**src/sv/tsc_pkg.sv**
```systemverilog
`timescale 1ns / 1ps

package tsc_pkg;

   // field and accumulator widths
   localparam int RAW_W   = 11;
   localparam int COORD_W = 12;
   localparam int SUM_W   = 15;
   localparam int CNT_W   = 4;
   localparam int THR_W   = 8;
   localparam int PROD_W  = RAW_W + COORD_W;

   // burst of ten samples, counted 0..9
   localparam logic [CNT_W-1:0] BURST_LAST = CNT_W'(10 - 1);
   localparam logic [RAW_W-1:0] RAW_MAX    = '1;

   // register file
   localparam int ADDR_W    = 5;
   localparam int REG_IDX_W = 3;
   localparam int DATA_W    = 32;

   localparam logic [REG_IDX_W-1:0] REG_CALIBRATING    = 3'd0;
   localparam logic [REG_IDX_W-1:0] REG_RAW_LEFT       = 3'd1;
   localparam logic [REG_IDX_W-1:0] REG_RAW_RIGHT      = 3'd2;
   localparam logic [REG_IDX_W-1:0] REG_RAW_TOP        = 3'd3;
   localparam logic [REG_IDX_W-1:0] REG_RAW_BOTTOM     = 3'd4;
   localparam logic [REG_IDX_W-1:0] REG_SCREEN_WIDTH   = 3'd5;
   localparam logic [REG_IDX_W-1:0] REG_SCREEN_HEIGHT  = 3'd6;
   localparam logic [REG_IDX_W-1:0] REG_MOVE_THRESHOLD = 3'd7;

   localparam logic [COORD_W-1:0] SCREEN_WIDTH_RST   = 12'd800;
   localparam logic [COORD_W-1:0] SCREEN_HEIGHT_RST  = 12'd480;
   localparam logic [THR_W-1:0]   MOVE_THRESHOLD_RST = 8'd8;

   // command handed from the front to the back through the queue
   typedef struct packed {
      logic             is_release;
      logic [RAW_W-1:0] avg_x;
      logic [RAW_W-1:0] avg_y;
   } tsc_cmd_type;

   // configuration seen by the back
   typedef struct packed {
      logic               calibrating;
      logic [RAW_W-1:0]   raw_left;
      logic [RAW_W-1:0]   raw_right;
      logic [RAW_W-1:0]   raw_top;
      logic [RAW_W-1:0]   raw_bottom;
      logic [COORD_W-1:0] screen_width;
      logic [COORD_W-1:0] screen_height;
      logic [THR_W-1:0]   move_threshold;
   } tsc_cfg_type;

endpackage

```
**src/sv/tsc_if.sv**
```systemverilog
`timescale 1ns / 1ps

// pen sample channel
interface tsc_req_if;
   logic       valid;
   logic       ready;
   logic       op;
   logic [7:0] x_hi;
   logic [7:0] x_lo;
   logic [7:0] y_hi;
   logic [7:0] y_lo;

   modport source (output valid, op, x_hi, x_lo, y_hi, y_lo, input ready);
   modport sink   (input valid, op, x_hi, x_lo, y_hi, y_lo, output ready);
endinterface

// reported point channel
interface tsc_rsp_if;
   logic                        valid;
   logic                        ready;
   logic [tsc_pkg::COORD_W-1:0] pos_x;
   logic [tsc_pkg::COORD_W-1:0] pos_y;
   logic                        pen_down;
   logic                        calibration_point;

   modport source (output valid, pos_x, pos_y, pen_down, calibration_point, input ready);
   modport sink   (input valid, pos_x, pos_y, pen_down, calibration_point, output ready);
endinterface

```
**src/sv/touch_sample_conditioner.sv**
```systemverilog
// Touch sample conditioner: takes pen transactions (a converter sample pair or a pen
// release), averages each burst of ten samples with the lowest and highest reading
// of each axis dropped, scales the average between the raw calibration bounds to the
// screen span and posts a pen-down point only when it moved more than move_threshold
// on either axis; a release posts the last point as pen-up. The front accepts one
// transaction per cycle while the command queue (QUEUE_DEPTH entries) has room; only
// a release or the tenth sample of a burst enters the queue. When idle, the back posts
// a release as soon as its output register is free; outside calibration it scales a
// completed burst with the shared 23-step serial divider that runs once per axis, and
// an axis whose scaling is trivial skips the divider; while calibrating a burst only
// sets the current point. Registers sit at byte address 4*index; writes take effect
// at the access phase, reads return the value.
`timescale 1ns / 1ps

module touch_sample_conditioner #(
   parameter int QUEUE_DEPTH = 2
) (
   input  logic                          clock,
   input  logic                          reset,
   tsc_req_if.sink                       req_bus,
   tsc_rsp_if.source                     rsp_bus,
   input  logic                          psel,
   input  logic                          penable,
   input  logic                          pwrite,
   input  logic [tsc_pkg::ADDR_W-1:0]    paddr,
   input  logic [tsc_pkg::DATA_W-1:0]    pwdata,
   output logic [tsc_pkg::DATA_W-1:0]    prdata,
   output logic                          pready
);

   localparam int RW = tsc_pkg::RAW_W;
   localparam int CW = tsc_pkg::COORD_W;
   localparam int TW = tsc_pkg::THR_W;
   localparam int DW = tsc_pkg::DATA_W;

   logic          calibrating_ff, calibrating_in;
   logic [RW-1:0] raw_left_ff, raw_left_in, raw_right_ff, raw_right_in;
   logic [RW-1:0] raw_top_ff, raw_top_in, raw_bottom_ff, raw_bottom_in;
   logic [CW-1:0] screen_width_ff, screen_width_in, screen_height_ff, screen_height_in;
   logic [TW-1:0] move_threshold_ff, move_threshold_in;

   logic                                reg_write;
   logic [tsc_pkg::REG_IDX_W-1:0]       reg_idx;
   tsc_pkg::tsc_cfg_type                cfg;
   logic                                cmd_push, cmd_pop, cmd_full, cmd_empty;
   tsc_pkg::tsc_cmd_type                cmd_data, cmd_head;

   // register access
   assign pready    = 1'b1;
   assign reg_write = psel && penable && pwrite;
   assign reg_idx   = paddr[tsc_pkg::ADDR_W-1:2];

   always_comb begin
      calibrating_in    = calibrating_ff;
      raw_left_in       = raw_left_ff;
      raw_right_in      = raw_right_ff;
      raw_top_in        = raw_top_ff;
      raw_bottom_in     = raw_bottom_ff;
      screen_width_in   = screen_width_ff;
      screen_height_in  = screen_height_ff;
      move_threshold_in = move_threshold_ff;
      if (reg_write) begin
         case (reg_idx)
            tsc_pkg::REG_CALIBRATING:    calibrating_in    = pwdata[0];
            tsc_pkg::REG_RAW_LEFT:       raw_left_in       = pwdata[RW-1:0];
            tsc_pkg::REG_RAW_RIGHT:      raw_right_in      = pwdata[RW-1:0];
            tsc_pkg::REG_RAW_TOP:        raw_top_in        = pwdata[RW-1:0];
            tsc_pkg::REG_RAW_BOTTOM:     raw_bottom_in     = pwdata[RW-1:0];
            tsc_pkg::REG_SCREEN_WIDTH:   screen_width_in   = pwdata[CW-1:0];
            tsc_pkg::REG_SCREEN_HEIGHT:  screen_height_in  = pwdata[CW-1:0];
            tsc_pkg::REG_MOVE_THRESHOLD: move_threshold_in = pwdata[TW-1:0];
            default: begin
            end
         endcase
      end
   end

   always_ff @(posedge clock) begin
      if (reset) begin
         calibrating_ff    <= 1'b0;
         raw_left_ff       <= '0;
         raw_right_ff      <= '0;
         raw_top_ff        <= '0;
         raw_bottom_ff     <= '0;
         screen_width_ff   <= tsc_pkg::SCREEN_WIDTH_RST;
         screen_height_ff  <= tsc_pkg::SCREEN_HEIGHT_RST;
         move_threshold_ff <= tsc_pkg::MOVE_THRESHOLD_RST;
      end else begin
         calibrating_ff    <= calibrating_in;
         raw_left_ff       <= raw_left_in;
         raw_right_ff      <= raw_right_in;
         raw_top_ff        <= raw_top_in;
         raw_bottom_ff     <= raw_bottom_in;
         screen_width_ff   <= screen_width_in;
         screen_height_ff  <= screen_height_in;
         move_threshold_ff <= move_threshold_in;
      end
   end

   // register readback
   always_comb begin
      case (reg_idx)
         tsc_pkg::REG_CALIBRATING:    prdata = DW'(calibrating_ff);
         tsc_pkg::REG_RAW_LEFT:       prdata = DW'(raw_left_ff);
         tsc_pkg::REG_RAW_RIGHT:      prdata = DW'(raw_right_ff);
         tsc_pkg::REG_RAW_TOP:        prdata = DW'(raw_top_ff);
         tsc_pkg::REG_RAW_BOTTOM:     prdata = DW'(raw_bottom_ff);
         tsc_pkg::REG_SCREEN_WIDTH:   prdata = DW'(screen_width_ff);
         tsc_pkg::REG_SCREEN_HEIGHT:  prdata = DW'(screen_height_ff);
         tsc_pkg::REG_MOVE_THRESHOLD: prdata = DW'(move_threshold_ff);
         default:                     prdata = '0;
      endcase
   end

   always_comb begin
      cfg.calibrating    = calibrating_ff;
      cfg.raw_left       = raw_left_ff;
      cfg.raw_right      = raw_right_ff;
      cfg.raw_top        = raw_top_ff;
      cfg.raw_bottom     = raw_bottom_ff;
      cfg.screen_width   = screen_width_ff;
      cfg.screen_height  = screen_height_ff;
      cfg.move_threshold = move_threshold_ff;
   end

   tsc_front u_front (
      .clock    (clock),
      .reset    (reset),
      .req_bus  (req_bus),
      .cmd_full (cmd_full),
      .cmd_push (cmd_push),
      .cmd_data (cmd_data)
   );

   tsc_fifo #(
      .DEPTH (QUEUE_DEPTH)
   ) u_fifo (
      .clock     (clock),
      .reset     (reset),
      .push      (cmd_push),
      .push_data (cmd_data),
      .pop       (cmd_pop),
      .head      (cmd_head),
      .full      (cmd_full),
      .empty     (cmd_empty)
   );

   tsc_back u_back (
      .clock     (clock),
      .reset     (reset),
      .cfg       (cfg),
      .cmd_head  (cmd_head),
      .cmd_empty (cmd_empty),
      .cmd_pop   (cmd_pop),
      .rsp_bus   (rsp_bus)
   );

endmodule

```
**src/sv/tsc_front.sv**
```systemverilog
`timescale 1ns / 1ps

module tsc_front (
   input  logic                 clock,
   input  logic                 reset,
   tsc_req_if.sink              req_bus,
   input  logic                 cmd_full,
   output logic                 cmd_push,
   output tsc_pkg::tsc_cmd_type cmd_data
);

   logic [tsc_pkg::CNT_W-1:0] count_ff, count_in;
   logic [tsc_pkg::SUM_W-1:0] sum_x_ff, sum_x_in, sum_y_ff, sum_y_in;
   logic [tsc_pkg::RAW_W-1:0] low_x_ff, low_x_in, high_x_ff, high_x_in;
   logic [tsc_pkg::RAW_W-1:0] low_y_ff, low_y_in, high_y_ff, high_y_in;

   logic                      accept;
   logic [tsc_pkg::RAW_W-1:0] raw_x, raw_y;
   logic [tsc_pkg::SUM_W-1:0] next_sum_x, next_sum_y, trim_x, trim_y;
   logic [tsc_pkg::RAW_W-1:0] next_low_x, next_high_x, next_low_y, next_high_y;

   // take a transaction whenever the queue has room
   assign req_bus.ready = !cmd_full;
   assign accept        = req_bus.valid && req_bus.ready;

   // 11-bit readings from the converter bytes
   assign raw_x = {req_bus.x_hi[6:0], req_bus.x_lo[7:4]};
   assign raw_y = {req_bus.y_hi[6:0], req_bus.y_lo[7:4]};

   // running burst totals including this sample
   always_comb begin
      next_sum_x  = sum_x_ff + tsc_pkg::SUM_W'(raw_x);
      next_sum_y  = sum_y_ff + tsc_pkg::SUM_W'(raw_y);
      next_low_x  = (raw_x < low_x_ff)  ? raw_x : low_x_ff;
      next_high_x = (raw_x > high_x_ff) ? raw_x : high_x_ff;
      next_low_y  = (raw_y < low_y_ff)  ? raw_y : low_y_ff;
      next_high_y = (raw_y > high_y_ff) ? raw_y : high_y_ff;
      trim_x = next_sum_x - tsc_pkg::SUM_W'(next_low_x) - tsc_pkg::SUM_W'(next_high_x);
      trim_y = next_sum_y - tsc_pkg::SUM_W'(next_low_y) - tsc_pkg::SUM_W'(next_high_y);
   end

   // classify: release or closing sample goes to the queue
   always_comb begin
      count_in  = count_ff;
      sum_x_in  = sum_x_ff;
      sum_y_in  = sum_y_ff;
      low_x_in  = low_x_ff;
      high_x_in = high_x_ff;
      low_y_in  = low_y_ff;
      high_y_in = high_y_ff;
      cmd_push  = 1'b0;
      cmd_data.is_release = req_bus.op;
      cmd_data.avg_x      = trim_x[tsc_pkg::RAW_W+2:3];
      cmd_data.avg_y      = trim_y[tsc_pkg::RAW_W+2:3];
      if (accept) begin
         if (req_bus.op || count_ff == tsc_pkg::BURST_LAST) begin
            cmd_push  = 1'b1;
            count_in  = '0;
            sum_x_in  = '0;
            sum_y_in  = '0;
            low_x_in  = tsc_pkg::RAW_MAX;
            high_x_in = '0;
            low_y_in  = tsc_pkg::RAW_MAX;
            high_y_in = '0;
         end else begin
            count_in  = count_ff + 1'b1;
            sum_x_in  = next_sum_x;
            sum_y_in  = next_sum_y;
            low_x_in  = next_low_x;
            high_x_in = next_high_x;
            low_y_in  = next_low_y;
            high_y_in = next_high_y;
         end
      end
   end

   always_ff @(posedge clock) begin
      if (reset) begin
         count_ff  <= '0;
         sum_x_ff  <= '0;
         sum_y_ff  <= '0;
         low_x_ff  <= tsc_pkg::RAW_MAX;
         high_x_ff <= '0;
         low_y_ff  <= tsc_pkg::RAW_MAX;
         high_y_ff <= '0;
      end else begin
         count_ff  <= count_in;
         sum_x_ff  <= sum_x_in;
         sum_y_ff  <= sum_y_in;
         low_x_ff  <= low_x_in;
         high_x_ff <= high_x_in;
         low_y_ff  <= low_y_in;
         high_y_ff <= high_y_in;
      end
   end

endmodule

```
**src/sv/tsc_fifo.sv**
```systemverilog
`timescale 1ns / 1ps

module tsc_fifo #(
   parameter int DEPTH = 2
) (
   input  logic                 clock,
   input  logic                 reset,
   input  logic                 push,
   input  tsc_pkg::tsc_cmd_type push_data,
   input  logic                 pop,
   output tsc_pkg::tsc_cmd_type head,
   output logic                 full,
   output logic                 empty
);

   localparam int PTR_W = $clog2(DEPTH);
   localparam int CNT_W = $clog2(DEPTH + 1);

   tsc_pkg::tsc_cmd_type mem_ff [DEPTH];
   logic [PTR_W-1:0] wr_ptr_ff, wr_ptr_in, rd_ptr_ff, rd_ptr_in;
   logic [CNT_W-1:0] count_ff, count_in;

   assign full  = (count_ff == CNT_W'(DEPTH));
   assign empty = (count_ff == '0);
   assign head  = mem_ff[rd_ptr_ff];

   // pointer and fill bookkeeping
   always_comb begin
      wr_ptr_in = wr_ptr_ff;
      rd_ptr_in = rd_ptr_ff;
      count_in  = count_ff;
      if (push) begin
         wr_ptr_in = (wr_ptr_ff == PTR_W'(DEPTH - 1)) ? '0 : wr_ptr_ff + 1'b1;
      end
      if (pop) begin
         rd_ptr_in = (rd_ptr_ff == PTR_W'(DEPTH - 1)) ? '0 : rd_ptr_ff + 1'b1;
      end
      if (push && !pop) begin
         count_in = count_ff + 1'b1;
      end else if (pop && !push) begin
         count_in = count_ff - 1'b1;
      end
   end

   always_ff @(posedge clock) begin
      if (reset) begin
         wr_ptr_ff <= '0;
         rd_ptr_ff <= '0;
         count_ff  <= '0;
      end else begin
         wr_ptr_ff <= wr_ptr_in;
         rd_ptr_ff <= rd_ptr_in;
         count_ff  <= count_in;
      end
   end

   // entry storage
   always_ff @(posedge clock) begin
      if (push) begin
         mem_ff[wr_ptr_ff] <= push_data;
      end
   end

   a_no_overflow: assert property (@(posedge clock) disable iff (reset)
      push |-> (!full || pop))
      else $error("command pushed into a full queue");

endmodule

```
**src/sv/tsc_div.sv**
```systemverilog
`timescale 1ns / 1ps

module tsc_div (
   input  logic                       clock,
   input  logic                       reset,
   input  logic                       start,
   input  logic [tsc_pkg::PROD_W-1:0] dividend,
   input  logic [tsc_pkg::RAW_W-1:0]  divisor,
   output logic                       done,
   output logic [tsc_pkg::PROD_W-1:0] quotient
);

   localparam int STEP_W = $clog2(tsc_pkg::PROD_W + 1);

   logic [STEP_W-1:0]          steps_ff, steps_in;
   logic                       done_ff, done_in;
   logic [tsc_pkg::PROD_W-1:0] quo_ff, quo_in;
   logic [tsc_pkg::RAW_W-1:0]  rem_ff, rem_in;
   logic [tsc_pkg::RAW_W-1:0]  div_ff, div_in;
   logic [tsc_pkg::RAW_W:0]    trial;
   logic                       fits;

   assign done     = done_ff;
   assign quotient = quo_ff;

   // one restoring step: shift in the next dividend bit, subtract if it fits
   assign trial = {rem_ff, quo_ff[tsc_pkg::PROD_W-1]};
   assign fits  = (trial >= {1'b0, div_ff});

   always_comb begin
      steps_in = steps_ff;
      quo_in   = quo_ff;
      rem_in   = rem_ff;
      div_in   = div_ff;
      done_in  = 1'b0;
      if (start) begin
         steps_in = STEP_W'(tsc_pkg::PROD_W);
         quo_in   = dividend;
         rem_in   = '0;
         div_in   = divisor;
      end else if (steps_ff != '0) begin
         steps_in = steps_ff - 1'b1;
         quo_in   = {quo_ff[tsc_pkg::PROD_W-2:0], fits};
         rem_in   = fits ? tsc_pkg::RAW_W'(trial - {1'b0, div_ff})
                         : trial[tsc_pkg::RAW_W-1:0];
         done_in  = (steps_ff == STEP_W'(1));
      end
   end

   always_ff @(posedge clock) begin
      if (reset) begin
         steps_ff <= '0;
         done_ff  <= 1'b0;
      end else begin
         steps_ff <= steps_in;
         done_ff  <= done_in;
      end
   end

   always_ff @(posedge clock) begin
      quo_ff <= quo_in;
      rem_ff <= rem_in;
      div_ff <= div_in;
   end

endmodule

```
**src/sv/tsc_back.sv**
```systemverilog
`timescale 1ns / 1ps

module tsc_back (
   input  logic                 clock,
   input  logic                 reset,
   input  tsc_pkg::tsc_cfg_type cfg,
   input  tsc_pkg::tsc_cmd_type cmd_head,
   input  logic                 cmd_empty,
   output logic                 cmd_pop,
   tsc_rsp_if.source            rsp_bus
);

   localparam logic [2:0] S_IDLE   = 3'd0;
   localparam logic [2:0] S_PREP   = 3'd1;
   localparam logic [2:0] S_MUL    = 3'd2;
   localparam logic [2:0] S_DSTART = 3'd3;
   localparam logic [2:0] S_DWAIT  = 3'd4;
   localparam logic [2:0] S_POST   = 3'd5;

   localparam int RW = tsc_pkg::RAW_W;
   localparam int CW = tsc_pkg::COORD_W;
   localparam int PW = tsc_pkg::PROD_W;

   logic [2:0]    state_ff, state_in;
   logic          axis_ff, axis_in;
   logic [RW-1:0] ax_ff, ax_in, ay_ff, ay_in;
   logic [RW-1:0] num_ff, num_in, den_ff, den_in;
   logic [PW-1:0] prod_ff, prod_in;
   logic [CW-1:0] res_x_ff, res_x_in, res_y_ff, res_y_in;
   logic [CW-1:0] current_x_ff, current_x_in, current_y_ff, current_y_in;
   logic [CW-1:0] posted_x_ff, posted_x_in, posted_y_ff, posted_y_in;
   logic          rsp_valid_ff, rsp_valid_in;
   logic [CW-1:0] rsp_pos_x_ff, rsp_pos_x_in, rsp_pos_y_ff, rsp_pos_y_in;
   logic          rsp_pen_down_ff, rsp_pen_down_in;
   logic          rsp_cal_ff, rsp_cal_in;

   logic          out_free, rsp_load;
   logic          div_start, div_done;
   logic [PW-1:0] div_quo;
   logic [RW-1:0] sel_v, sel_lo, sel_hi;
   logic [CW-1:0] sel_span;
   logic          trivial;
   logic [CW-1:0] trivial_val;
   logic [RW-1:0] calc_num, calc_den;
   logic [CW-1:0] clamped;
   logic          res_we;
   logic [CW-1:0] res_val;
   logic [CW-1:0] diff_x, diff_y;
   logic          moved;

   tsc_div u_div (
      .clock    (clock),
      .reset    (reset),
      .start    (div_start),
      .dividend (prod_ff),
      .divisor  (den_ff),
      .done     (div_done),
      .quotient (div_quo)
   );

   // output register is free when empty or being drained this cycle
   assign out_free = !rsp_valid_ff || rsp_bus.ready;

   // operands of the axis in work
   always_comb begin
      sel_v    = axis_ff ? ay_ff : ax_ff;
      sel_lo   = axis_ff ? cfg.raw_top : cfg.raw_left;
      sel_hi   = axis_ff ? cfg.raw_bottom : cfg.raw_right;
      sel_span = axis_ff ? cfg.screen_height : cfg.screen_width;
   end

   // equal bounds pass through; at or beyond the near bound gives zero
   always_comb begin
      trivial     = 1'b0;
      trivial_val = '0;
      calc_num    = sel_v - sel_lo;
      calc_den    = sel_hi - sel_lo;
      if (sel_hi == sel_lo) begin
         trivial     = 1'b1;
         trivial_val = {1'b0, sel_v};
      end else if (sel_hi > sel_lo) begin
         trivial = (sel_v <= sel_lo);
      end else begin
         trivial  = (sel_v >= sel_lo);
         calc_num = sel_lo - sel_v;
         calc_den = sel_lo - sel_hi;
      end
   end

   // quotient clamped to the span
   assign clamped = (div_quo > PW'(sel_span)) ? sel_span : div_quo[CW-1:0];

   // motion test against the last posted point
   always_comb begin
      diff_x = (res_x_ff > posted_x_ff) ? res_x_ff - posted_x_ff : posted_x_ff - res_x_ff;
      diff_y = (res_y_ff > posted_y_ff) ? res_y_ff - posted_y_ff : posted_y_ff - res_y_ff;
      moved  = (diff_x > CW'(cfg.move_threshold)) || (diff_y > CW'(cfg.move_threshold));
   end

   // sequencer
   always_comb begin
      state_in        = state_ff;
      axis_in         = axis_ff;
      ax_in           = ax_ff;
      ay_in           = ay_ff;
      num_in          = num_ff;
      den_in          = den_ff;
      prod_in         = prod_ff;
      current_x_in    = current_x_ff;
      current_y_in    = current_y_ff;
      posted_x_in     = posted_x_ff;
      posted_y_in     = posted_y_ff;
      rsp_pos_x_in    = rsp_pos_x_ff;
      rsp_pos_y_in    = rsp_pos_y_ff;
      rsp_pen_down_in = rsp_pen_down_ff;
      rsp_cal_in      = rsp_cal_ff;
      cmd_pop         = 1'b0;
      div_start       = 1'b0;
      rsp_load        = 1'b0;
      res_we          = 1'b0;
      res_val         = trivial_val;
      case (state_ff)
         S_IDLE: begin
            if (!cmd_empty) begin
               if (cmd_head.is_release) begin
                  if (out_free) begin
                     rsp_load        = 1'b1;
                     rsp_pos_x_in    = current_x_ff;
                     rsp_pos_y_in    = current_y_ff;
                     rsp_pen_down_in = 1'b0;
                     rsp_cal_in      = cfg.calibrating;
                     posted_x_in     = '0;
                     posted_y_in     = '0;
                     cmd_pop         = 1'b1;
                  end
               end else if (cfg.calibrating) begin
                  current_x_in = {1'b0, cmd_head.avg_x};
                  current_y_in = {1'b0, cmd_head.avg_y};
                  cmd_pop      = 1'b1;
               end else begin
                  ax_in    = cmd_head.avg_x;
                  ay_in    = cmd_head.avg_y;
                  axis_in  = 1'b0;
                  cmd_pop  = 1'b1;
                  state_in = S_PREP;
               end
            end
         end
         S_PREP: begin
            if (trivial) begin
               res_we = 1'b1;
               if (axis_ff) begin
                  state_in = S_POST;
               end else begin
                  axis_in = 1'b1;
               end
            end else begin
               num_in   = calc_num;
               den_in   = calc_den;
               state_in = S_MUL;
            end
         end
         S_MUL: begin
            prod_in  = PW'(num_ff) * PW'(sel_span);
            state_in = S_DSTART;
         end
         S_DSTART: begin
            div_start = 1'b1;
            state_in  = S_DWAIT;
         end
         S_DWAIT: begin
            if (div_done) begin
               res_we  = 1'b1;
               res_val = clamped;
               if (axis_ff) begin
                  state_in = S_POST;
               end else begin
                  axis_in  = 1'b1;
                  state_in = S_PREP;
               end
            end
         end
         S_POST: begin
            if (!moved || out_free) begin
               current_x_in = res_x_ff;
               current_y_in = res_y_ff;
               if (moved) begin
                  rsp_load        = 1'b1;
                  rsp_pos_x_in    = res_x_ff;
                  rsp_pos_y_in    = res_y_ff;
                  rsp_pen_down_in = 1'b1;
                  rsp_cal_in      = 1'b0;
                  posted_x_in     = res_x_ff;
                  posted_y_in     = res_y_ff;
               end
               state_in = S_IDLE;
            end
         end
         default: begin
            state_in = S_IDLE;
         end
      endcase
      res_x_in     = (res_we && !axis_ff) ? res_val : res_x_ff;
      res_y_in     = (res_we && axis_ff)  ? res_val : res_y_ff;
      rsp_valid_in = rsp_load || (rsp_valid_ff && !rsp_bus.ready);
   end

   always_ff @(posedge clock) begin
      if (reset) begin
         state_ff     <= S_IDLE;
         axis_ff      <= 1'b0;
         current_x_ff <= '0;
         current_y_ff <= '0;
         posted_x_ff  <= '0;
         posted_y_ff  <= '0;
         rsp_valid_ff <= 1'b0;
      end else begin
         state_ff     <= state_in;
         axis_ff      <= axis_in;
         current_x_ff <= current_x_in;
         current_y_ff <= current_y_in;
         posted_x_ff  <= posted_x_in;
         posted_y_ff  <= posted_y_in;
         rsp_valid_ff <= rsp_valid_in;
      end
   end

   // datapath registers
   always_ff @(posedge clock) begin
      ax_ff           <= ax_in;
      ay_ff           <= ay_in;
      num_ff          <= num_in;
      den_ff          <= den_in;
      prod_ff         <= prod_in;
      res_x_ff        <= res_x_in;
      res_y_ff        <= res_y_in;
      rsp_pos_x_ff    <= rsp_pos_x_in;
      rsp_pos_y_ff    <= rsp_pos_y_in;
      rsp_pen_down_ff <= rsp_pen_down_in;
      rsp_cal_ff      <= rsp_cal_in;
   end

   assign rsp_bus.valid             = rsp_valid_ff;
   assign rsp_bus.pos_x             = rsp_pos_x_ff;
   assign rsp_bus.pos_y             = rsp_pos_y_ff;
   assign rsp_bus.pen_down          = rsp_pen_down_ff;
   assign rsp_bus.calibration_point = rsp_cal_ff;

   a_pop_nonempty: assert property (@(posedge clock) disable iff (reset)
      cmd_pop |-> !cmd_empty)
      else $error("queue popped while empty");

   a_down_not_cal: assert property (@(posedge clock) disable iff (reset)
      (rsp_load && rsp_pen_down_in) |-> !cfg.calibrating)
      else $error("pen-down point posted while calibrating");

   a_post_tracks: assert property (@(posedge clock) disable iff (reset)
      (rsp_load && rsp_pen_down_in) |=>
         (posted_x_ff == current_x_ff && posted_y_ff == current_y_ff))
      else $error("posted point differs from current after a down post");

   a_done_in_wait: assert property (@(posedge clock) disable iff (reset)
      div_done |-> (state_ff == S_DWAIT))
      else $error("divider finished outside its wait state");

endmodule
```
**src/flat_wrapper.sv**
```systemverilog
// flat-port wrapper written by rule: the top's interface ports become plain ports
module touch_sample_conditioner_flat 
#(
   parameter int QUEUE_DEPTH = 2
)
  (clock, reset, psel, penable, pwrite, paddr, pwdata, prdata, pready, req_bus_valid, req_bus_op, req_bus_x_hi, req_bus_x_lo, req_bus_y_hi, req_bus_y_lo, req_bus_ready, rsp_bus_valid, rsp_bus_pos_x, rsp_bus_pos_y, rsp_bus_pen_down, rsp_bus_calibration_point, rsp_bus_ready);
  tsc_req_if req_bus_i ();
  tsc_rsp_if rsp_bus_i ();
  input  logic clock;
  input  logic reset;
  input  logic psel;
  input  logic penable;
  input  logic pwrite;
  input  logic [tsc_pkg::ADDR_W-1:0] paddr;
  input  logic [tsc_pkg::DATA_W-1:0] pwdata;
  output logic [tsc_pkg::DATA_W-1:0] prdata;
  output logic pready;
  input wire logic [$bits(req_bus_i.valid)-1:0] req_bus_valid;
  input wire logic [$bits(req_bus_i.op)-1:0] req_bus_op;
  input wire logic [$bits(req_bus_i.x_hi)-1:0] req_bus_x_hi;
  input wire logic [$bits(req_bus_i.x_lo)-1:0] req_bus_x_lo;
  input wire logic [$bits(req_bus_i.y_hi)-1:0] req_bus_y_hi;
  input wire logic [$bits(req_bus_i.y_lo)-1:0] req_bus_y_lo;
  output wire logic [$bits(req_bus_i.ready)-1:0] req_bus_ready;
  output wire logic [$bits(rsp_bus_i.valid)-1:0] rsp_bus_valid;
  output wire logic [$bits(rsp_bus_i.pos_x)-1:0] rsp_bus_pos_x;
  output wire logic [$bits(rsp_bus_i.pos_y)-1:0] rsp_bus_pos_y;
  output wire logic [$bits(rsp_bus_i.pen_down)-1:0] rsp_bus_pen_down;
  output wire logic [$bits(rsp_bus_i.calibration_point)-1:0] rsp_bus_calibration_point;
  input wire logic [$bits(rsp_bus_i.ready)-1:0] rsp_bus_ready;
  assign req_bus_i.valid = req_bus_valid;
  assign req_bus_i.op = req_bus_op;
  assign req_bus_i.x_hi = req_bus_x_hi;
  assign req_bus_i.x_lo = req_bus_x_lo;
  assign req_bus_i.y_hi = req_bus_y_hi;
  assign req_bus_i.y_lo = req_bus_y_lo;
  assign req_bus_ready = req_bus_i.ready;
  assign rsp_bus_valid = rsp_bus_i.valid;
  assign rsp_bus_pos_x = rsp_bus_i.pos_x;
  assign rsp_bus_pos_y = rsp_bus_i.pos_y;
  assign rsp_bus_pen_down = rsp_bus_i.pen_down;
  assign rsp_bus_calibration_point = rsp_bus_i.calibration_point;
  assign rsp_bus_i.ready = rsp_bus_ready;
  touch_sample_conditioner #(.QUEUE_DEPTH(QUEUE_DEPTH)) u_core (.clock(clock), .reset(reset), .req_bus(req_bus_i), .rsp_bus(rsp_bus_i), .psel(psel), .penable(penable), .pwrite(pwrite), .paddr(paddr), .pwdata(pwdata), .prdata(prdata), .pready(pready));
endmodule
```
**config.mk**
```make
export PLATFORM = sky130hd
export DESIGN_NAME = touch_sample_conditioner_flat
export DESIGN_NICKNAME = d
export VERILOG_FILES = /design/src/sv/tsc_pkg.sv /design/src/sv/tsc_if.sv /design/src/sv/touch_sample_conditioner.sv /design/src/sv/tsc_front.sv /design/src/sv/tsc_fifo.sv /design/src/sv/tsc_div.sv /design/src/sv/tsc_back.sv /design/src/flat_wrapper.sv
export SDC_FILE = /design/constraint.sdc
export NUM_CORES = 1
export LEC_CHECK = 0
export BUFFER_PORTS_ARGS = -buffer_cell sky130_fd_sc_hd__buf_2
export CAP_MARGIN = 20
export CORE_UTILIZATION = 63
export CTS_CLUSTER_SIZE = 25
export DETAILED_ROUTE_END_ITERATION = 6
export PLACE_DENSITY = 0.93
export SLEW_MARGIN = 40
export SYNTH_ARGS = -nofsm -noshare
export SYNTH_HDL_FRONTEND = slang
export SYNTH_SLANG_ARGS = --single-unit
```
**constraint.sdc**
```tcl
create_clock -name clock -period 8.25 [get_ports clock]
set_input_delay 1.65 -clock clock [delete_from_list [all_inputs] [get_ports clock]]
set_output_delay 1.65 -clock clock [all_outputs]
set_load 0.005 [all_outputs]
```
==> out/summary.txt, run 1 <==
Buffer depth of the longest clock path: 3
# IOs: 138
Relative slew margins: 0.431
Final setup skew: 54.8 ps
Grt ovf: 0
All-layer global routing usage: 0.320
Max Slew Vio Count: 0
Post-synth EDFFs: 197
Seq/Total Area, Yosys: 0.339
Synthesized cell area: 30900 um^2
Period minus WS final: 6830 ps
Clk pin slew, worst setup/hold paths: 70 ps
Kind of end point of the critical path: flip-flop
Synth cell types: 78
Post-synth top flop: dfxtp_1
Drt pass-1 iters: 7
Vias in the first global route: 24400
Cells after Synth: 3306
Outcome: complete, no violations
Initial core utilization: 0.643
Max Cap Viol: 0
CP Data Arrival Time: 7180 ps
CP startpoint: u_core.u_back.axis_ff$_SDFFE_PP0P_
Crit Reg-Reg Startpoint: u_core.u_back.axis_ff$_SDFFE_PP0P_
Synth area leaders: edfxtp_1 19%, dfxtp_1 15%, ha_1 11%
Setup TNS Final: 0 ps
Die footprint: 49900 um^2
Share of cells above drive strength 1: 0.0962
Final hold violation count: 0
CTS tree: built
Switch Pwr: 3.61 mW
HP Start: u_core.u_back.den_ff[2]$_DFFE_PP_
Post-synth top area cell: edfxtp_1
Peak supply drop: 0.223 mV
Worst-skew pair later-pin latency: 620 ps
Clock network power share: 0.237
Cts repair resizes: 0
Die width: 223 um
Initial DRC Count: 2918
CP Data Required Time: 8600 ps
RD Place Congestion: 0.981
Crit share post-route: 0.828
Power Dens Cells: 281 nW/um^2
DRT antenna net count: 0
Leak pwr: 14.5 nW
Max FO, Critical Path: 32
Initial antenna violation count: 1
Wire per inst: 20.3 um
Register bit count reported by yosys: 425
Mapped Avg Cell Area: 9.34 um^2
Dpl ws: 1460 ps
Seq pwr share: 0.324
DR vias/cell: 6.34
NumNets Final: 3779
Total number of vias: 25100
DR DRC count: 0
Yosys warns: 0
Die height: 223 um
H-tree depth: 2
Gate power share: 0.439
Worst-margin pin slew: 846 ps
DRT Wirelength: 80100 um
Worst hold path type: flip-flop to flip-flop
Worst R2R End: u_core.u_back.prod_ff[22]$_DFFE_PP_
Async S/R FF share, synth: 0
Hold Path Depth: 0
Area delta synth->final: 7.58%
CP Class: flip-flop to flip-flop
Register-to-Register Path Depth: 20
Internal Power: 5.74 mW
CTS Root Cell: clkbuf_16
HPWL after detailed placement: 56100 um
FMAX: 146 MHz
Final setup fails: 0
Hold Crit Endpoint: u_core.u_back.u_div.div_ff[2]$_DFFE_PP_
Setup slack after layout: 1420 ps
First-pass GRT wire length: 128000 um
Num CTS Buffers: 44
Core Rows: 80
Sw frac: 0.386
Post-CTS Setup Inserts: 0
RSZ-0062 raised after global routing: no
Pin count of the biggest net entering global routing: 93
Final Power: 9.35 mW
IO buf count: 84
Clock sink count: 425
Startpoint Class: flip-flop
R2r setup slk: 1420 ps
Top-area cell type share of the netlist area: 0.192
Core ar.: 48000 um^2
Post-CTS Hold Fix Bufs: 0
-- synth_stat cells (all sizes together) (28+ instances only) --
| cell type | number |
|---|---|
| nor3 | 64 |
| xnor2 | 68 |
| dfxtp | 228 |
| buf | 55 |
| mux2 | 88 |
| edfxtp | 197 |
| o211ai | 34 |
| o31ai | 30 |
| nor2 | 274 |
| o21ai | 105 |
| xor2 | 40 |
| a211o | 32 |
| a21o | 72 |
| nor2b | 39 |
| ha | 283 |
| a21oi | 166 |
| nand2b | 45 |
| inv | 347 |
| clkbuf | 126 |
| mux2i | 155 |
| nand3 | 62 |
| and2 | 73 |
| a211oi | 28 |
| nand2 | 315 |
| fa | 118 |
-- power by group through the flow --
stage | clock (mW) | combinational, mW | sequential, mW
finish | 2.22 | 4.10 | 3.03
global route | 2.32 | 4.52 | 3.05
CTS | 2.22 | 4.02 | 3.02
detailed placement | 0 | 3.94 | 3.06
global placement | 0 | 3.73 | 3.04
floorplan | 0 | 3.02 | 2.94
-- layout make-up --
| cell class | instances | area [um^2] |
|---|---|---|
| Multi-Input combinational cell | 2372 | 18400 |
| Fill cell | 3248 | 14800 |
| Sequential cell | 425 | 10500 |
| Inverter | 347 | 1310 |
| Clock buffer | 64 | 1270 |
| Tap cell | 615 | 769 |
| Timing Repair Buffer | 111 | 637 |
| Clock inverter | 18 | 324 |
| Antenna cell | 1 | 2.50 |
-- state kept, by name, summed over array words and instances, names as in the netlist, 12 cells and up, named ones only --
name,cells
u_core.screen_height_ff,12
u_core.screen_width_ff,12
u_core.u_back.current_x_ff,12
u_core.u_back.current_y_ff,12
u_core.u_back.posted_x_ff,12
u_core.u_back.posted_y_ff,12
u_core.u_back.prod_ff,23
u_core.u_back.res_x_ff,12
u_core.u_back.res_y_ff,12
u_core.u_back.rsp_bus.pos_x,12
u_core.u_back.rsp_bus.pos_y,12
u_core.u_back.u_div.quotient,23
u_core.u_fifo.mem_ff,46
u_core.u_front.sum_x_ff,14
u_core.u_front.sum_y_ff,14
-- cell families after synthesis --
family          synth area share
simple gates               0.142
compound gates             0.140
buf+inv                   0.0692
flops                      0.339
fa+ha+maj                  0.191
mux                       0.0867
xor+xnor                  0.0306
other cells             0.000243
-- through the flow --
stage | instance area, um^2 | util | std cells | hold WS, ps
after detailed placement | 31600 | 0.658 | 3869 | 411
after global placement | 31500 | 0.657 | 3868 | 413
final | 33200 | 0.691 | 3953 | 431
after global routing | 33200 | 0.691 | 3953 | 445
after CTS | 33200 | 0.691 | 3951 | 442
after floorplan | 31000 | - | 3325 | 400
-- worst max-delay path, cell delays in order (launching register included) --
cell and delay, ps:
dfxtp_4 700, mux2_2 500, nand2_1 130, fa_1 580
fa_1 440, fa_1 500, inv_1 60, fa_1 540
inv_1 60, fa_1 540, inv_1 60, ha_1 230
nor3_1 220, o211ai_1 160, a41oi_1 430, nor2_1 100
a211oi_1 430, a211oi_1 180, a211oi_1 360, a21oi_1 130
xnor2_1 150
-- routing by layer --
| layer | track usage | vias up | part of all wire |
|---|---|---|---|
| met1 | 0.424 | 11900 | 0.40 |
| li1 | - | 11400 | - |
| met5 | 0 | - | 0 |
| met4 | 0.139 | 0 | 0.044 |
| met3 | 0.0551 | 284 | 0.097 |
| met2 | 0.517 | 1464 | 0.46 |
-- cells in the final DEF (no fill, tap or decap), types with 73 or more instances in the layout --
| cell | instances |
|---|---|
| inv_1 | 343 |
| mux2_2 | 88 |
| fa_1 | 118 |
| ha_1 | 283 |
| o21ai_0 | 103 |
| a21oi_1 | 162 |
| mux2i_1 | 155 |
| dfxtp_1 | 226 |
| nand2_1 | 314 |
| nor2_1 | 268 |
| buf_2 | 83 |
| and2_1 | 73 |
| edfxtp_1 | 197 |
-- worst max path at each step --
stage	to	slack [ps]
6_report	u_core.u_back.prod_ff[22]$_DFFE_PP_	1420
5_1_grt	u_core.u_back.prod_ff[22]$_DFFE_PP_	1150
4_1_cts	u_core.u_back.prod_ff[22]$_DFFE_PP_	1520
3_5_place_dp	u_core.u_fifo.mem_ff[0][10]$_DFFE_PP_	1460
3_3_place_gp	u_core.u_back.prod_ff[22]$_DFFE_PP_	1410
2_1_floorplan	u_core.u_back.prod_ff[22]$_DFFE_PP_	1940
No activity file was read; power rests on OpenSTA's default activity.
==> inputs of run 2 (changes only) <==
--- a/config.mk
+++ b/config.mk
@@ -5,6 +5,7 @@
 export SDC_FILE = /design/constraint.sdc
 export NUM_CORES = 1
 export LEC_CHECK = 0
+export ABC_AREA = 1
 export BUFFER_PORTS_ARGS = -buffer_cell sky130_fd_sc_hd__buf_2
 export CAP_MARGIN = 20
 export CORE_UTILIZATION = 63
==> constraint.sdc (replaced) <==
create_clock -name clock -period 6.4 [get_ports clock]
set_input_delay 1.28 -clock clock [delete_from_list [all_inputs] [get_ports clock]]
set_output_delay 1.28 -clock clock [all_outputs]
set_load 0.005 [all_outputs]
==> out/summary.txt, run 2 <==
Worst-margin pin slew: 900 ps (was 846 ps)
DR DRC count: 12 (was 0)
Synth cell types: 54 (was 78)
Post-synth EDFFs: 197 (unchanged)
Clk pin slew, worst setup/hold paths: 70 ps (about the same)
Clock sink count: 425 (unchanged)
Crit path max-delay cell type: fa_1 (was dfxtp_4)
Post-CTS Hold Fix Bufs: 0 (unchanged)
Post-synth top flop: dfxtp_1 (unchanged)
Drt pass-1 iters: 7 (unchanged)
Async S/R FF share, synth: 0 (unchanged)
Max FO, Critical Path: 9 (was 32)
Top reg by flops: u_core.u_fifo.mem_ff (unchanged)
Worst stage delay on the critical path: 580 ps (was 700 ps)
Seq/Total Area, Yosys: 0.345 (was 0.339)
Die footprint: 49100 um^2 (was 49900 um^2)
HPWL after detailed placement: 61300 um (was 56100 um)
DRT Wirelength: 85100 um (was 80100 um)
Synthesized cell area: 30400 um^2 (was 30900 um^2)
Mapped Avg Cell Area: 7.77 um^2 (was 9.34 um^2)
Max Slew Vio Count: 0 (unchanged)
Most frequent CP cell: fa_1 (unchanged)
Most frequent cells after synthesis: 826 x nand2_1, 658 x inv_1, 370 x nor2_1, 318 x o21ai_0, 283 x ha_1 (was 345 x inv_1, 314 x nand2_1, 283 x ha_1, 274 x nor2_1, 228 x dfxtp_1)
CP Class: flip-flop to flip-flop (unchanged)
Most frequent cells in the layout: 824 x nand2_1, 653 x inv_1, 362 x nor2_1 (was 343 x inv_1, 314 x nand2_1, 283 x ha_1)
FMAX: 161 MHz (was 146 MHz)
Routed met2 length: 39900 um (was 36900 um)
Yosys warns: 0 (unchanged)
Most common cell after layout, fill and taps aside: nand2_1 (was inv_1)
Total number of vias: 27300 (was 25100)
DRT antenna net count: 0 (unchanged)
Pin count of the biggest net entering global routing: 98 (was 93)
Grt ovf: 0 (unchanged)
Startpoint Class: flip-flop (unchanged)
CP Data Arrival Time: 6520 ps (was 7180 ps)
Initial antenna violation count: 4 (was 1)
Setup TNS Final: 0 ps (unchanged)
Period minus WS final: 6190 ps (was 6830 ps)
Vias in the first global route: 26600 (was 24400)
RD Place Congestion: 0.977 (was 0.981)
Worst-skew pair later-pin latency: 600 ps (was 620 ps)
# IOs: 138 (unchanged)
Register bit count reported by yosys: 425 (unchanged)
Top-area cell type share of the netlist area: 0.195 (was 0.192)
CTS Root Cell: clkbuf_16 (unchanged)
Top Layer Used: met4 (unchanged)
Post-CTS Setup Inserts: 0 (unchanged)
Kind of end point of the critical path: flip-flop (unchanged)
Max FFs per register: 46 (unchanged)
Final hold violation count: 0 (unchanged)
Relative slew margins: 0.393 (was 0.431)
Initial core utilization: 0.638 (was 0.643)
Final setup skew: 34.2 ps (was 54.8 ps)
Crit share post-route: 0.968 (was 0.828)
Initial DRC Count: 3284 (was 2918)
Post-synth top area cell: edfxtp_1 (unchanged)
Critical Path, Cell by Cell: inv_1 -> or2_2 -> o21ai_1 -> buf_4 -> nor2_1 -> fa_1 -> fa_1 -> fa_1 -> fa_1 -> inv_1 -> fa_1 -> inv_1 -> ha_1 -> nand2_1 -> nor2_1 -> o21ai_0 -> o211ai_1 -> nor2_1 -> o21ai_1 -> a31oi_1 -> o21ai_0 -> xor2_1 (was mux2_2 -> nand2_1 -> fa_1 -> fa_1 -> fa_1 -> inv_1 -> fa_1 -> inv_1 -> fa_1 -> inv_1 -> ha_1 -> nor3_1 -> o211ai_1 -> a41oi_1 -> nor2_1 -> a211oi_1 -> a211oi_1 -> a211oi_1 -> a21oi_1 -> xnor2_1)
CTS tree: built (unchanged)
CP Data Required Time: 6730 ps (was 8600 ps)
Core ar.: 47600 um^2 (was 48000 um^2)
WL met3: 8920 um (was 7790 um)
Buffer depth of the longest clock path: 3 (unchanged)
Met1 Wirelength: 31600 um (was 32000 um)
IO buf count: 84 (unchanged)
All-layer global routing usage: 0.344 (was 0.320)
Failing checks: DRC
Final setup fails: 0 (unchanged)
Cells after Synth: 3915 (was 3306)
Die width: 222 um (was 223 um)
Outcome: finished, violations left (was complete, no violations)
Max Cap Viol: 0 (unchanged)
Share of cells above drive strength 1: 0.0686 (was 0.0962)
Worst hold path type: flip-flop to flip-flop (unchanged)
First-pass GRT wire length: 135000 um (was 128000 um)
Count leader, synth: nand2_1 (was inv_1)
Core Rows: 80 (unchanged)
Die height: 222 um (was 223 um)
H-tree depth: 2 (unchanged)
Num CTS Buffers: 45 (was 44)
Synth area leaders: edfxtp_1 19%, dfxtp_1 15%, ha_1 12% (was edfxtp_1 19%, dfxtp_1 15%, ha_1 11%)
NumNets Final: 4453 (was 3779)
Wire per inst: 18.4 um (was 20.3 um)
Area delta synth->final: 8.81% (was 7.58%)
RSZ-0062 raised after global routing: no (unchanged)
DR vias/cell: 5.91 (was 6.34)
-- run 2: changes by cell type in the layout (fill, tap and decap cells not counted), sizes merged, moves of 45 or more --
cell,delta
nand2,+516
inv,+326
o21ai,+227
mux2i,-144
a21oi,+114
nor2,+99
mux2,-87
and2,-73
a21o,-51
nand2b,-45
-- run 2: critical path: cells and delay by family (launching register included) --
kind | cells | cell delay (ps)
adder cells (fa/ha/maj) | 6 | 3020
AO/OA/AOI/OAI | 6 | 1100
AND/OR/NAND/NOR | 5 | 790
buffers and inverters | 4 | 530
flip-flops | 1 | 360
XOR/XNOR | 1 | 110
-- run 2: repair_timing --
item	in CTS	in global routing
hold endpoints to repair	0	0
resized for setup	0	5
endpoints found under the setup margin	0	2
-- run 2: layer usage --
metal  GRT usage  up-vias
li1            -    12700
met1       0.424    12600
met2       0.574     1624
met3      0.0701      361
met4       0.173        0
met5           0        -
-- run 2: logic make-up after synthesis --
group,count (synthesis),share of synthesized area
adder cells (fa/ha/maj),401,0.194
multiplexers,12,0.00399
flip-flops,425,0.345
AND/OR/NAND/NOR,1418,0.190
XOR/XNOR,103,0.0297
other,2,0.000247
buffers and inverters,811,0.104
AO/OA/AOI/OAI,743,0.133
-- run 2: stage by stage --
| step | setup WS, ps | hold slack (ps) | cell area (um^2) | utilization | std cells |
|---|---|---|---|---|---|
| 6_report | 207 | 420 | 33100 | 0.694 | 4628 |
| 3_3_place_gp | 373 | 407 | 31400 | 0.659 | 4543 |
| 5_1_grt | 30.0 | 439 | 33100 | 0.694 | 4627 |
| 4_1_cts | 222 | 421 | 33000 | 0.694 | 4625 |
| 3_5_place_dp | 185 | 405 | 31400 | 0.660 | 4543 |
| 2_1_floorplan | 780 | 400 | 30500 | - | 3934 |
-- run 2: path summary, 6_finish.rpt --
check	startpoint	end	slack [ps]	depth (start not counted)
min reg2reg	u_core.u_back.den_ff[5]$_DFFE_PP_	u_core.u_back.u_div.div_ff[5]$_DFFE_PP_	420	0
max	u_core.u_back.axis_ff$_SDFFE_PP0P_	u_core.u_back.prod_ff[19]$_DFFE_PP_	210	22
min	u_core.u_back.den_ff[5]$_DFFE_PP_	u_core.u_back.u_div.div_ff[5]$_DFFE_PP_	420	0
max reg2reg	u_core.u_back.axis_ff$_SDFFE_PP0P_	u_core.u_back.prod_ff[19]$_DFFE_PP_	210	22
-- run 2: layout make-up --
type / instances / area, um^2
Multi-Input combinational cell: 2698 / 16900
Timing Repair Buffer: 125 / 752
Sequential cell: 425 / 10500
Antenna cell: 3 / 7.51
Inverter: 680 / 2550
Fill cell: 3441 / 14600
Clock inverter: 27 / 392
Clock buffer: 55 / 1220
Tap cell: 615 / 769
Power of run 2 is not shown: default switching activity piles up to over one toggle a cycle in this logic, so the estimate is an artifact.
